## config.mk

```make
export PLATFORM = sky130hd
export DESIGN_NAME = sfk_combine
export DESIGN_NICKNAME = d
export VERILOG_FILES = /design/src/sv/sfk_pkg.sv /design/src/sv/sfk_combine.sv
export SDC_FILE = /design/constraint.sdc
export NUM_CORES = 1
export LEC_CHECK = 0
export BUFFER_PORTS_ARGS = -buffer_cell sky130_fd_sc_hd__buf_2
export CORE_MARGIN = 4
export CORE_UTILIZATION = 55
export CTS_BUF_LIST = sky130_fd_sc_hd__clkbuf_8
export DETAILED_ROUTE_END_ITERATION = 16
export HOLD_SLACK_MARGIN = 0.12
export PLACE_DENSITY = 0.81
export SLEW_MARGIN = 20
export SYNTH_ARGS = -nofsm -noshare
export SYNTH_HDL_FRONTEND = slang
export SYNTH_SLANG_ARGS = --single-unit
```

## constraint.sdc

```tcl
create_clock -name aclk -period 6.4 [get_ports aclk]
set_input_delay 0.96 -clock aclk [delete_from_list [all_inputs] [get_ports aclk]]
set_output_delay 0.96 -clock aclk [all_outputs]
set_load 0.02 [all_outputs]
```

## src/sv/sfk_pkg.sv

```systemverilog
// types, constants and helper functions of the scara forward kinematics block
package sfk_pkg;

    // field widths
    localparam int AW  = 16;            // binary angle
    localparam int DW  = 16;            // slide extension and config data
    localparam int OW  = 18;            // output position
    localparam int XW  = 32;            // cordic x/y, Q26
    localparam int ZW  = 33;            // cordic angle, 2^32 per turn
    localparam int SW  = XW + 2;        // sum of two cordic terms
    localparam int X0W = 30;            // starting vector length

    // configuration register indexes
    localparam int CFG_IDX_W = 2;
    localparam logic [CFG_IDX_W-1:0] REG_LINK_LENGTH = 2'd0;
    localparam logic [CFG_IDX_W-1:0] REG_BASE_HEIGHT = 2'd1;

    localparam logic [DW-1:0] LINK_LENGTH_RESET = 16'd4096;
    localparam logic [DW-1:0] BASE_HEIGHT_RESET = 16'd4096;

    // cordic gain in Q30
    localparam logic [X0W-1:0] GAIN_Q30 = 30'd652032874;
    localparam logic [X0W-1:0] X0_RESET =
        X0W'((64'(LINK_LENGTH_RESET) * 64'(GAIN_Q30)) >> 16);

    localparam int ROUND_HALF = 8192;
    localparam int ROUND_SH   = 14;
    localparam int OUT_MAX    = 131071;
    localparam int OUT_MIN    = -131072;

    localparam int QUARTER_TURN = 16384;
    localparam int HALF_TURN    = 32768;

    localparam int ATAN_LEN = 24;
    localparam logic [29:0] ATAN_TAB [ATAN_LEN] = '{
        30'h20000000, 30'h12E4051E, 30'h09FB385B, 30'h051111D4,
        30'h028B0D43, 30'h0145D7E1, 30'h00A2F61E, 30'h00517C55,
        30'h0028BE53, 30'h00145F2F, 30'h000A2F98, 30'h000517CC,
        30'h00028BE6, 30'h000145F3, 30'h0000A2FA, 30'h0000517D,
        30'h000028BE, 30'h0000145F, 30'h00000A30, 30'h00000518,
        30'h0000028C, 30'h00000146, 30'h000000A3, 30'h00000051
    };

    typedef struct packed {
        logic signed [XW-1:0] x;
        logic signed [XW-1:0] y;
        logic signed [ZW-1:0] z;
    } rot_t;

    typedef struct packed {
        rot_t                 r1;     // rotation by joint 1
        rot_t                 r12;    // rotation by joint 1 plus joint 2
        logic                 neg1;
        logic                 neg12;
        logic signed [OW-1:0] pz;
    } lane_t;

    typedef struct packed {
        logic                 neg;
        logic signed [ZW-1:0] z;
    } fold_t;

    // bring the angle into +-quarter turn, flag a half turn shift
    function automatic fold_t fold_angle(input logic signed [AW-1:0] a);
        fold_t                r;
        logic signed [AW:0]   ext;
        ext   = {a[AW-1], a};
        r.neg = 1'b0;
        if (ext > (AW+1)'(QUARTER_TURN)) begin
            ext   = ext - (AW+1)'(HALF_TURN);
            r.neg = 1'b1;
        end else if (ext < -(AW+1)'(QUARTER_TURN)) begin
            ext   = ext + (AW+1)'(HALF_TURN);
            r.neg = 1'b1;
        end
        r.z = {ext, 16'h0000};
        return r;
    endfunction

    // one cordic micro-rotation
    function automatic rot_t cordic_step(input rot_t r, input int unsigned sh,
                                         input logic signed [ZW-1:0] step);
        rot_t n;
        if (!r.z[ZW-1]) begin
            n.x = r.x - (r.y >>> sh);
            n.y = r.y + (r.x >>> sh);
            n.z = r.z - step;
        end else begin
            n.x = r.x + (r.y >>> sh);
            n.y = r.y - (r.x >>> sh);
            n.z = r.z + step;
        end
        return n;
    endfunction

    // round Q26 sum to Q12 and clamp to output range
    function automatic logic signed [OW-1:0] round_sat(input logic signed [SW-1:0] s);
        logic signed [SW-1:0] q;
        q = (s + SW'(ROUND_HALF)) >>> ROUND_SH;
        if (q > SW'(OUT_MAX)) begin
            q = SW'(OUT_MAX);
        end else if (q < SW'(OUT_MIN)) begin
            q = SW'(OUT_MIN);
        end
        return OW'(q);
    endfunction

endpackage

```

## src/sv/sfk_combine.sv

```systemverilog
// undo the half turn fold, add both links, round and clamp to the output
module sfk_combine (
    input  logic                          aclk,
    input  logic                          aresetn,
    input  logic                          in_valid,
    output logic                          in_ready,
    input  sfk_pkg::lane_t                in_lane,
    output logic                          out_valid,
    input  logic                          out_ready,
    output logic signed [sfk_pkg::OW-1:0] out_x,
    output logic signed [sfk_pkg::OW-1:0] out_y,
    output logic signed [sfk_pkg::OW-1:0] out_z
);
    import sfk_pkg::*;

    // sign stage
    logic                 a_valid_reg;
    logic                 a_valid_next;
    logic                 a_ready;
    logic                 a_load;
    logic signed [XW-1:0] c1_reg, c12_reg, s1_reg, s12_reg;
    logic signed [XW-1:0] c1_next, c12_next, s1_next, s12_next;
    logic signed [OW-1:0] az_reg;

    // sum stage
    logic                 b_valid_reg;
    logic                 b_valid_next;
    logic                 b_ready;
    logic                 b_load;
    logic signed [SW-1:0] sum_x, sum_y;
    logic signed [OW-1:0] x_reg, y_reg, z_reg;

    assign b_ready  = !b_valid_reg || out_ready;
    assign a_ready  = !a_valid_reg || b_ready;
    assign in_ready = a_ready;
    assign a_load   = in_valid && a_ready;
    assign b_load   = a_valid_reg && b_ready;

    always_comb begin
        c1_next      = in_lane.neg1  ? -in_lane.r1.x  : in_lane.r1.x;
        s1_next      = in_lane.neg1  ? -in_lane.r1.y  : in_lane.r1.y;
        c12_next     = in_lane.neg12 ? -in_lane.r12.x : in_lane.r12.x;
        s12_next     = in_lane.neg12 ? -in_lane.r12.y : in_lane.r12.y;
        a_valid_next = a_ready ? in_valid : a_valid_reg;
        b_valid_next = b_ready ? a_valid_reg : b_valid_reg;
        sum_x        = SW'(c1_reg) + SW'(c12_reg);
        sum_y        = SW'(s1_reg) + SW'(s12_reg);
    end

    always_ff @(posedge aclk) begin
        if (!aresetn) begin
            a_valid_reg <= 1'b0;
            b_valid_reg <= 1'b0;
        end else begin
            a_valid_reg <= a_valid_next;
            b_valid_reg <= b_valid_next;
        end
    end

    always_ff @(posedge aclk) begin
        if (a_load) begin
            c1_reg  <= c1_next;
            c12_reg <= c12_next;
            s1_reg  <= s1_next;
            s12_reg <= s12_next;
            az_reg  <= in_lane.pz;
        end
        if (b_load) begin
            x_reg <= round_sat(sum_x);
            y_reg <= round_sat(sum_y);
            z_reg <= az_reg;
        end
    end

    assign out_valid = b_valid_reg;
    assign out_x     = x_reg;
    assign out_y     = y_reg;
    assign out_z     = z_reg;

endmodule

```

==> results.yml <==
timing:
  report.final.slew_viol_count: 0
  final_hold_viol_count: 0
  finalClockSkew_ns: 0.0209
  tightest_slew_ns: 1.06
  setup_violations: 0
  fin_crit_ns: 3.99
  fmax_mhz: 251
  max_slew_margin: 0.290
  timing.final.crit_share: 0.624
  rsz0062_at_grt: "false"
  setup-tns-final_ns: 0
cells_and_area:
  nFillCells: 1673
  drive_gt1_frac: 0.212
  area_growth_pct: 16.4
  final_util: 0.654
  finalNetCount: 1635
  final_cell_count_no_fill: 1594
  antenna_cells: 0
detailed_routing:
  via_count: 9059
  viasPerCell: 5.68
  drc_errors: 0
  avgRoutedWirePerCell_um: 16.3
  wirelength_um: 26000
  drt_first_pass_iters: 5
  ant_nets: 0
  drt-initial-drc-count: 466
min_path:
  hold_path.class: "reg -> reg"
  min_from: "az_reg[2]$_DFFE_PP_"
  min_to: "out_z[2]$_DFFE_PP_"
  hold_depth: 0
clocking:
  htree_levels: 2
  cts_root_buffer: "clkbuf_8"
  postCtsHoldBufs: 0
  cts_buffers: 34
  numClockSinks: 202
  ctsLongestPathBuffers: 3
  worst_skew_pair.late_latency_ns: 0.52
  cts-resized-gates: 0
  cts_tree: "built"
  cts.clk_slew.worst_paths_ns: 0.06
  cts_setup_buffers: 0
yosys:
  syn_area_per_cell_um2: 11.6
  ys_seq_area_frac: 0.492
  yosysUniqueCellTypes: 62
  yosys.area.top_type_share: 0.488
  synthArstFlopShare: 0
  syn_nets: 1410
  yosysMostFrequentCell: "edfxtp_1"
  yosys-top-cells-area: "edfxtp_1 (49%), ha_1 (13%), xnor2_1 (9.8%)"
  ys_ff_latch: 202
  synth_edf_count: 200
  synthTopCellsByCount: "edfxtp_1 (200), xnor2_1 (138), ha_1 (128), nand2_1 (89), o21ai_0 (79)"
  yosys_warnings: 0
  synth_area_leader_cell: "edfxtp_1"
  synth_top_flop_cell: "edfxtp_1"
  syn_inst: 1064
  syn_area_um2: 12300
setup_path:
  rrSetupSlack_ns: 2.41
  crit_slowest_cell: "a2111oi_0"
  worst-endpoint-required_ns: 6.62
  path_cells: "ha_1 > ha_1 > a21oi_1 > o22ai_1 > a211o_1 > o211ai_1 > a21oi_1 > o211a_1 > or2_1 > a2111oi_0 > a211o_1 > o21ai_0"
  critPathMaxStageDelay_ns: 0.47
  cp_max_fo: 17
  path_buf_inv: 0
  r2r_start: "c1_reg[8]$_DFFE_PP_"
  r2r_end: "out_x[0]$_SDFFCE_PN1P_"
  arrival_ns: 4.21
  start_kind: "register"
  setup.worst_path.end_class: "register"
  crit_type: "reg -> reg"
  reg2reg_depth: 12
  path_delay_family: "compound AO/OA/AOI/OAI gates"
pwr:
  pwr-share-seq: 0.438
  sw_frac_of_total: 0.305
  p_leak_nw: 5.76
  netSwitchingPower_mw: 1.16
  p_int_mw: 2.65
  ir_drop_mv: 0.119
  p_clk_frac: 0.287
  power_frac_comb: 0.276
  power_density_nw_per_um2: 267
global_routing:
  gr-usage-met2: 0.354
  antenna_found_initial: 0
  grt_usage: 0.203
  grt_pass1_vias: 8689
  grt_pass1_wl_um: 40800
  grtUsageMet3: 0.0379
  grt_start_max_net_pins: 65
  grt_busiest_layer: "met2"
  met1_usage: 0.260
  overflow: 0
outcome:
  status: "completed"
floorplanning:
  boundaryPins: 274
  die_width_um: 158
  core-area_um2: 21900
  die-area_um2: 24800
  num_rows: 54
  initial_core_util: 0.562
  chipHeight_um: 158
place:
  dp_cells: 1532
  globalplace.congestion: 0.871
  dp_hpwl_um: 20000
  port_buffers: 207
run:
  maxCapViolations: 0
==> logic make-up (layout without fill, tap and decap cells) <==
| family | after synthesis | count (layout) | share of synthesized area |
|---|---|---|---|
| adders and majority gates | 128 | 128 | 0.130 |
| and+or+nand+nor | 246 | 246 | 0.103 |
| xor gates and xnor gates | 154 | 154 | 0.110 |
| DFF | 202 | 202 | 0.492 |
| AOI/OAI and AO/OA | 282 | 282 | 0.149 |
| buffers and inverters | 52 | 302 | 0.0161 |
==> cell type report <==
| cell class | count | area (um2) | share of cell area |
|---|---|---|---|
| multi-input combinational | 810 | 6070 | 0.424 |
| sequential | 202 | 6050 | 0.422 |
| timing repair buffer | 211 | 1090 | 0.0759 |
| clock buffer | 34 | 468 | 0.0327 |
| tap | 280 | 350 | 0.0245 |
| clock inverter | 27 | 179 | 0.0125 |
| inverter | 30 | 113 | 0.00787 |
==> metal layers <==
layer  up-vias  part of all wire
met5         -                 0
met4         0             0.020
met3        40             0.062
met2       282              0.49
met1      4209              0.43
li1       4528                 -
==> cells in the final DEF, fill, tap and decap left out, types with 16 or more instances in the layout <==
cell type and n:
xnor2_1 138, o31ai_1 36, nand2_1 89, a21o_1 30, clkbuf_8 34, o41ai_1 18, inv_1 39, ha_1 128
xor2_1 16, edfxtp_1 200, or4_1 21, nor2_1 38, a21oi_1 49, buf_2 207, o21ai_0 79, nand3_1 17
==> stage by stage <==
stage	cell area [um2]	hold WS (ns)	total power, mW	worst slack, ns
after global routing	14300	0.422	4.05	2.11
after floorplan	12300	0.400	2.45	1.28
after global placement	13600	0.400	2.70	2.44
after detailed placement	13600	0.405	2.73	2.27
final	14300	0.418	3.82	2.41
after CTS	14300	0.420	3.85	2.24
==> power by group through the flow <==
stage / clock (mW) / sequential [mW] / combinational [mW]
after floorplan: 0 / 1.75 / 0.698
after global placement: 0 / 1.69 / 1.01
after detailed placement: 0 / 1.70 / 1.04
after CTS: 1.13 / 1.67 / 1.05
after global routing: 1.19 / 1.68 / 1.18
final: 1.09 / 1.67 / 1.05
==> worst max path at each step <==
stage / slack (ns) / cells after the start / endpoint / from
6_report: 2.41 / 12 / out_x[0]$_SDFFCE_PN1P_ / c1_reg[8]$_DFFE_PP_
5_1_grt: 2.11 / 12 / out_y[0]$_SDFFCE_PN1P_ / s1_reg[5]$_DFFE_PP_
4_1_cts: 2.24 / 11 / out_x[0]$_SDFFCE_PN1P_ / c1_reg[8]$_DFFE_PP_
3_5_place_dp: 2.27 / 11 / out_x[0]$_SDFFCE_PN1P_ / c1_reg[8]$_DFFE_PP_
3_3_place_gp: 2.44 / 11 / out_x[11]$_SDFFCE_PN1P_ / c1_reg[8]$_DFFE_PP_
2_1_floorplan: 1.28 / 3 / az_reg[0]$_DFFE_PP_ / out_ready
Power figures use the tool's default switching activity.
